==> config.mk <==
export PLATFORM = sky130hd
export DESIGN_NAME = bts_ctrl
export DESIGN_NICKNAME = d
export VERILOG_FILES = /design/src/sv/bts_pkg.sv /design/src/sv/bts_ctrl.sv
export SDC_FILE = /design/constraint.sdc
export NUM_CORES = 1
export LEC_CHECK = 0
export BUFFER_PORTS_ARGS = -buffer_cell sky130_fd_sc_hd__buf_2
export CORE_MARGIN = 3
export CORE_UTILIZATION = 50
export CTS_CLUSTER_DIAMETER = 60
export DETAILED_ROUTE_END_ITERATION = 16
export PLACE_DENSITY = 0.84
export SKIP_CTS_REPAIR_TIMING = 1
export SLEW_MARGIN = 20
export SYNTH_ARGS = -nofsm -noshare
export SYNTH_HDL_FRONTEND = slang
export SYNTH_SLANG_ARGS = --single-unit
export TNS_END_PERCENT = 1
==> constraint.sdc <==
create_clock -name clk -period 1.7 [get_ports clk]
set_input_delay 0.085 -clock clk [delete_from_list [all_inputs] [get_ports clk]]
set_output_delay 0.085 -clock clk [all_outputs]
set_load 0.02 [all_outputs]
==> src/sv/bts_pkg.sv <==
// Package for the bicubic texture sampler: sizes, codes, controller types.
// No dependencies.
`default_nettype none
package bts_pkg;
    localparam int MaxWidth  = 256;
    localparam int MaxHeight = 256;
    localparam int AddrW     = 16;

    localparam logic [1:0] WRAP_CLAMP  = 2'd0;
    localparam logic [1:0] WRAP_REPEAT = 2'd1;
    localparam logic [1:0] WRAP_MIRROR = 2'd2;

    localparam logic [1:0] REG_WRAP   = 2'd0;
    localparam logic [1:0] REG_WIDTH  = 2'd1;
    localparam logic [1:0] REG_HEIGHT = 2'd2;

    localparam logic CMD_WRITE  = 1'b0;
    localparam logic CMD_SAMPLE = 1'b1;

    typedef enum logic [5:0] {
        ST_IDLE  = 6'b000001,
        ST_SETUP = 6'b000010,
        ST_WGT   = 6'b000100,
        ST_TAPS  = 6'b001000,
        ST_DRAIN = 6'b010000,
        ST_OUT   = 6'b100000
    } state_t;

    // controller -> datapath
    typedef struct packed {
        logic       load;      // capture input transaction
        logic       write;     // store texel
        logic       setup;     // fold and position
        logic [1:0] wstep;     // weight pipeline step
        logic       wgt;
        logic       fetch;     // issue tap read
        logic [3:0] tap;       // tap number for the fetch
        logic       clear;     // clear accumulators
        logic       finish;    // load output register
    } cmd_t;
endpackage
`default_nettype wire

==> src/sv/bts_ctrl.sv <==
// Controller of the bicubic sampler: sequences load, write, setup, weights, taps, drain, output.
// Depends on bts_pkg.
`default_nettype none
module bts_ctrl import bts_pkg::*; (
    input  wire logic clk,
    input  wire logic rst_n,
    input  wire logic in_valid,
    output logic      in_ready,
    input  wire logic command,
    output logic      out_valid,
    input  wire logic out_ready,
    output cmd_t      cmd
);
    state_t state_reg, state_next;
    logic [3:0] cnt_reg, cnt_next;
    logic       wr_reg, wr_next;
    logic       ov_reg, ov_next;

    assign in_ready  = (state_reg == ST_IDLE) && !wr_reg;
    assign out_valid = ov_reg;

    always_comb
    begin
        state_next = state_reg;
        cnt_next   = cnt_reg;
        wr_next    = 1'b0;
        ov_next    = ov_reg && !out_ready;
        cmd        = '0;
        cmd.write  = wr_reg;
        cmd.tap    = cnt_reg;
        cmd.wstep  = cnt_reg[1:0];
        case (state_reg)
            ST_IDLE:
            begin
                if (in_valid && in_ready)
                begin
                    cmd.load = 1'b1;
                    if (command == CMD_SAMPLE) state_next = ST_SETUP;
                    else wr_next = 1'b1;
                end
            end
            ST_SETUP:
            begin
                cmd.setup  = 1'b1;
                cmd.clear  = 1'b1;
                cnt_next   = '0;
                state_next = ST_WGT;
            end
            ST_WGT:
            begin
                cmd.wgt  = 1'b1;
                cnt_next = cnt_reg + 4'd1;
                if (cnt_reg == 4'd1)
                begin
                    cnt_next   = '0;
                    state_next = ST_TAPS;
                end
            end
            ST_TAPS:
            begin
                cmd.fetch = 1'b1;
                cnt_next  = cnt_reg + 4'd1;
                if (cnt_reg == 4'd15)
                begin
                    cnt_next   = '0;
                    state_next = ST_DRAIN;
                end
            end
            ST_DRAIN:
            begin
                cnt_next = cnt_reg + 4'd1;
                if (cnt_reg == 4'd3) state_next = ST_OUT;
            end
            ST_OUT:
            begin
                if (!ov_reg || out_ready)
                begin
                    cmd.finish = 1'b1;
                    ov_next    = 1'b1;
                    state_next = ST_IDLE;
                end
            end
            default: state_next = ST_IDLE;
        endcase
    end

    always_ff @(posedge clk or negedge rst_n)
    begin
        if (!rst_n)
        begin
            state_reg <= ST_IDLE;
            cnt_reg   <= '0;
            wr_reg    <= 1'b0;
            ov_reg    <= 1'b0;
        end
        else
        begin
            state_reg <= state_next;
            cnt_reg   <= cnt_next;
            wr_reg    <= wr_next;
            ov_reg    <= ov_next;
        end
    end
endmodule
`default_nettype wire

==> results.toml, run 1 <==
[global_routing]
grt.total_usage_pct = 20.1
grt_pass1_wl_mm = 3.04
grt_pass1_vias = 690
grt.overflow.total = 0
antenna_found_initial = 0
grt_max_degree = 13

[sta]
finalCritPeriodShare_pct = 94.9
finalMaxSlewViolations = 0
setup-violations-final = 0
final-hold-violation-count = 0
fin_hold_ws_ns = 0.0559
skew_ns = 0.00643
fin_crit_ns = 1.61
slew_headroom_pct = 64.0
tightest_slew_ns = 0.535
fmax_mhz = 620

[worst_setup_path]
rr_worst_depth = 5
arrival_ns = 1.76
rrSetupSlack_ns = 0.09
crit_chain = "ha_1 > and3_1 > o22a_1 > o211ai_2 > o22ai_1"
startpoint = "cnt_reg[0]"
cp_data_required_time_ns = 1.85
worstPathMaxFanout = 7
startpoint_type = "flop"
path_buf_inv = 0
cp_slowest_cell = "dfrtp_2"
timing.rr.end = "state_reg[3]"
endpoint = "state_reg[3]"
r2r_start = "cnt_reg[0]"
end_kind = "flop"
path_delay_family = "compound AO/OA/AOI/OAI gates"
slowest_delay_ns = 0.45
crit_type = "flop to flop"
crit_cells = 5

[min_path]
hp-class = "input port to flop"

[detailed_routing]
met3_length_um = 106
route.vias.total = 721
drc_errors = 0
drt_wl_total_mm = 1.85
dr_wl_met2_um = 951
routed.top_layer = "met4"
via_per_inst = 6.16
wl_met1_um = 765
firstDrtPassIters = 5
drt_iter0_drc = 28
wire_per_inst_um = 15.8
drtAntennaViolNets = 0

[clock_network]
tritoncts = "built"
clock_path_buffers = 2
cts_max_level = 1
clkSinkCount = 12
cts_buffers = 3
clk_latency_ns = 0.27
cts_root_buffer = "clkbuf_4"
cts.reportedPaths.clkPinSlew_ns = 0.08

[power_and_ir_drop]
ir_drop_v = 0.000882
finalPower_mw = 1.43
power_density_mw_per_mm2 = 1440
leakagePower_nw = 0.496

[status]
status = "complete, no violations"

[synthesis]
ys_ff_latch = 12
synth-edff-count = 0
yosysWarnings = 0
netlist.area_leader.share_pct = 35.0
synth.distinct_cells = 42
ys_seq_area_share_pct = 38.3
synth_area_leaders = "dfrtp_1, buf_4, dfstp_2"
synth_area_leader_cell = "dfrtp_1"
synth_top_flop_cell = "dfrtp_1"
async_flop_share_pct = 100
synth_common_cells = "dfrtp_1, buf_4, o22ai_1"
synth_nets = 86
syn-instance-count = 79
syn_avg_cell_area_um2 = 9.96
synth.most_common_cell = "dfrtp_1"
syn-cell-area_um2 = 787

[placed_design]
globalplace.congestion = 0.899
dp.cells = 109
port_buffers = 19
hpwl_mm = 1.34

[floorplan]
die_w_um = 45.7
rows = 13
pin_count = 20
dieHeight_um = 45.7
dieArea_mm2 = 0.00209
core_mm2 = 0.00138
start_util_pct = 56.9

[final_layout]
register_area_um2 = 307
multi_input_area_um2 = 482
stdcell_count = 117
n_antenna_cell = 0
finish.net_count = 110
largest_register_ffs = 6
final_core_util_pct = 71.8
layout-drive-gt1-share_pct = 44.1
nFillCells = 105
syn2layout_area_growth_pct = 26.1

[job]
maxCapViolCount = 0
layer usage:
| layer | vias up | track usage, % |
|---|---|---|
| li1 | 342 | - |
| met2 | 30 | 34.5 |
| met5 | - | 0 |
| met3 | 4 | 2.37 |
| met4 | 0 | 7.02 |
| met1 | 345 | 25.5 |
cell usage in the layout (no fill, tap or decap), types with 2 or more instances in the layout:
cell      Yosys  layout
dfrtp_2       0       4
and3_1        3       3
nand2_1       2       2
nor3b_4       0       2
or2_1         2       2
clkbuf_4      0       3
buf_4         4       5
nor2_1        3       2
dfrtp_1      11       7
o21ai_1       2       2
o22ai_1       4       3
nor3_1        2       2
nor2_4        1       2
nand4_1       3       3
nand2b_1      2       2
o21ai_0       2       2
nand3_1       3       3
a31oi_1       3       3
nor2b_1       2       2
buf_2         1      18
ha_1          2       2
inv_1         3       3
worst min-delay path by stage:
stage	from	end	slack, ns	depth (start not counted)
3_5_place_dp	rst_n	state_reg[2]	-0.02	1
4_1_cts	rst_n	state_reg[3]	-0.31	1
3_3_place_gp	rst_n	state_reg[4]	-0.02	1
6_report	command	state_reg[1]	0.06	2
5_1_grt	command	state_reg[1]	0.07	2
2_1_floorplan	rst_n	cnt_reg[0]	-0.21	0
worst register-to-register path: stages (launching register included):
cell and delay (ns):
dfrtp_2 0.45, ha_1 0.24, and3_1 0.22, o22a_1 0.21
o211ai_2 0.23, o22ai_1 0.13
through the flow:
stage / setup TNS (ns) / instance area (um2) / worst slack [ns]
floorplan: 0 / 787 / 0.126
detailed placement: 0 / 873 / 0.0647
CTS: 0 / 910 / 0.00226
finish: 0 / 992 / 0.0866
global placement: 0 / 873 / 0.117
global route: -0.0220 / 992 / -0.0161
kinds of logic (layout without fill, tap and decap cells):
group | Yosys count | count (layout) | share of synthesized area, %
compound gates | 19 | 19 | 17.5
xor+xnor | 2 | 2 | 2.23
fa+ha+maj | 2 | 2 | 3.18
buf+inv | 8 | 31 | 5.88
flops | 12 | 12 | 38.3
mux | 1 | 1 | 1.27
simple gates | 35 | 35 | 31.6
final cells by class:
type	count	share of cell area, %
inverters	3	1.13
repair buffers	24	13.9
clock buffers	4	3.66
multi-input cells	59	48.5
well taps	15	1.89
flip-flops and latches	12	30.9
power breakdown:
group,internal [mW],switching [mW]
clock network,0.130,0.0956
logic,0.328,0.401
registers,0.356,0.116
Power figures use the tool's default switching activity.
==> inputs of run 2 (changes only) <==
--- a/config.mk
+++ b/config.mk
@@ -8,7 +8,6 @@
 export BUFFER_PORTS_ARGS = -buffer_cell sky130_fd_sc_hd__buf_2
 export CORE_MARGIN = 3
 export CORE_UTILIZATION = 50
-export CTS_CLUSTER_DIAMETER = 60
 export DETAILED_ROUTE_END_ITERATION = 16
 export PLACE_DENSITY = 0.84
 export SKIP_CTS_REPAIR_TIMING = 1
==> constraint.sdc (replaced) <==
create_clock -name clk -period 1.79 [get_ports clk]
set_input_delay 0.0895 -clock clk [delete_from_list [all_inputs] [get_ports clk]]
set_output_delay 0.0895 -clock clk [all_outputs]
set_load 0.02 [all_outputs]
==> run 2 against run 1 <==
  * Sequential share of layout area is 1.6 points higher
  * Core utilization shrank 4.7 points
  * Via count decreased by 3.1%
  * Worst hold slack worse by 0.0035 ns
  * Register-to-register slack gained 0.04 ns
  * Sequential cell count is the same
  * Count of clock-buffer cells in the layout stayed put
  * Largest cell class unchanged
  * Clock power is 4% lower
==> results.toml, run 2 (synthesis gave the netlist of run 1 again) <==
[worst_setup_path]
end_kind = "output pin"
worstPathMaxFanout = 9
arrival_ns = 1.58
startpoint_type = "flop"
cp_data_required_time_ns = 1.70
crit_type = "flop to output pin"

[sta]
rsz0062_at_grt = "no"
tightest_slew_ns = 0.568
skew_ns = 0.00429
finalMaxSlewViolations = 0
setup-violations-final = 0
fin_crit_ns = 1.67
finalCritPeriodShare_pct = 93.4
setup_tns_ns = 0
final-hold-violation-count = 0
fin_ws_ns = 0.118
fmax_mhz = 598
slew_headroom_pct = 61.8
fin_hold_ws_ns = 0.0524

[global_routing]
grt.overflow.total = 0
antenna_found_initial = 0
grt_pass1_vias = 613
grt_pass1_wl_mm = 2.63
grt.total_usage_pct = 17.7
grt_max_degree = 13

[clock_network]
clock_path_buffers = 2
cts.reportedPaths.clkPinSlew_ns = 0.07
tritoncts = "built"
cts_root_buffer = "clkbuf_4"
cts_buffers = 3
clkSinkCount = 12
cts_max_level = 1
clk_latency_ns = 0.28

[detailed_routing]
drc_errors = 0
route.vias.total = 699
firstDrtPassIters = 4
wire_per_inst_um = 14.3
via_per_inst = 6.08
drtAntennaViolNets = 0
dr_wl_met2_um = 759
met3_length_um = 95
wl_met1_um = 753
drt_wl_total_mm = 1.64
routed.top_layer = "met4"
drt_iter0_drc = 20

[final_layout]
nFillCells = 110
syn2layout_area_growth_pct = 17.8
final_core_util_pct = 67.1
final_common_cell = "buf_2"
n_antenna_cell = 0
largest_register_ffs = 6
finish.net_count = 108
layout-drive-gt1-share_pct = 36.0
fin_area_um2 = 927
stdcell_count = 115
layout_common_cells = "buf_2, dfrtp_1, o22ai_1"

[placed_design]
globalplace.congestion = 0.950
post-place-ws_ns = 0.161
dp.cells = 108
hpwl_mm = 1.21
place_area_um2 = 866
port_buffers = 19

[floorplan]
dieHeight_um = 45.7
core_mm2 = 0.00138
pin_count = 20
die_w_um = 45.7
rows = 13
dieArea_mm2 = 0.00209
start_util_pct = 56.9

[power_and_ir_drop]
ir_drop_v = 0.000855
finalPower_mw = 1.25
power_density_mw_per_mm2 = 1350
leakagePower_nw = 0.486

[min_path]
hp-class = "input port to flop"

[job]
maxCapViolCount = 0

[status]
status = "complete, no violations"
## run 2: cell types whose count changed in the layout (fill, tap and decap cells not counted), moves of 2 or more
| cell | before | now |
|---|---|---|
| nor3b_2 | 0 | 2 |
| nor3b_4 | 2 | 0 |
| dfrtp_2 | 4 | 0 |
| buf_4 | 5 | 2 |
| dfrtp_1 | 7 | 11 |
## run 2: critical path, cell delays in order (launching register included)
cell and delay, ns:
dfrtp_1 0.51, nor2_2 0.20, nand2_1 0.12, or2_1 0.28, inv_1 0.06, buf_2 0.15
## run 2: routing by layer
metal  vias up  track usage, %
li1        340               -
met4         0            8.77
met1       330            23.7
met5         -               0
met3         5            3.56
met2        24            26.7
## run 2: area by class of cell
class	count	area (um2)	area share, %
clock buffers	4	36.3	3.91
well taps	15	18.8	2.02
repair buffers	22	120	13.0
multi-input cells	59	439	47.4
inverters	3	11.3	1.21
flip-flops and latches	12	302	32.5
## run 2: worst paths after layout
kind                                   start      endpoint  slack [ns]  depth (start not counted)
worst max-delay path            state_reg[4]        cmd[7]        0.12                          5
worst min-delay path                 command  state_reg[1]        0.05                          2
worst max register to register    cnt_reg[0]  state_reg[3]        0.13                          5
worst min register to register  state_reg[0]  state_reg[0]        0.58                          2
max in group asynchronous              rst_n  state_reg[0]        1.31                          2
min in group asynchronous              rst_n  state_reg[3]        0.21                          2
## run 2: where the power goes
group / leakage (nW) / total, mW / internal, mW / switching (mW)
logic: 0.304 / 0.596 / 0.248 / 0.349
clock network: 0.0210 / 0.218 / 0.124 / 0.0943
registers: 0.162 / 0.434 / 0.333 / 0.101
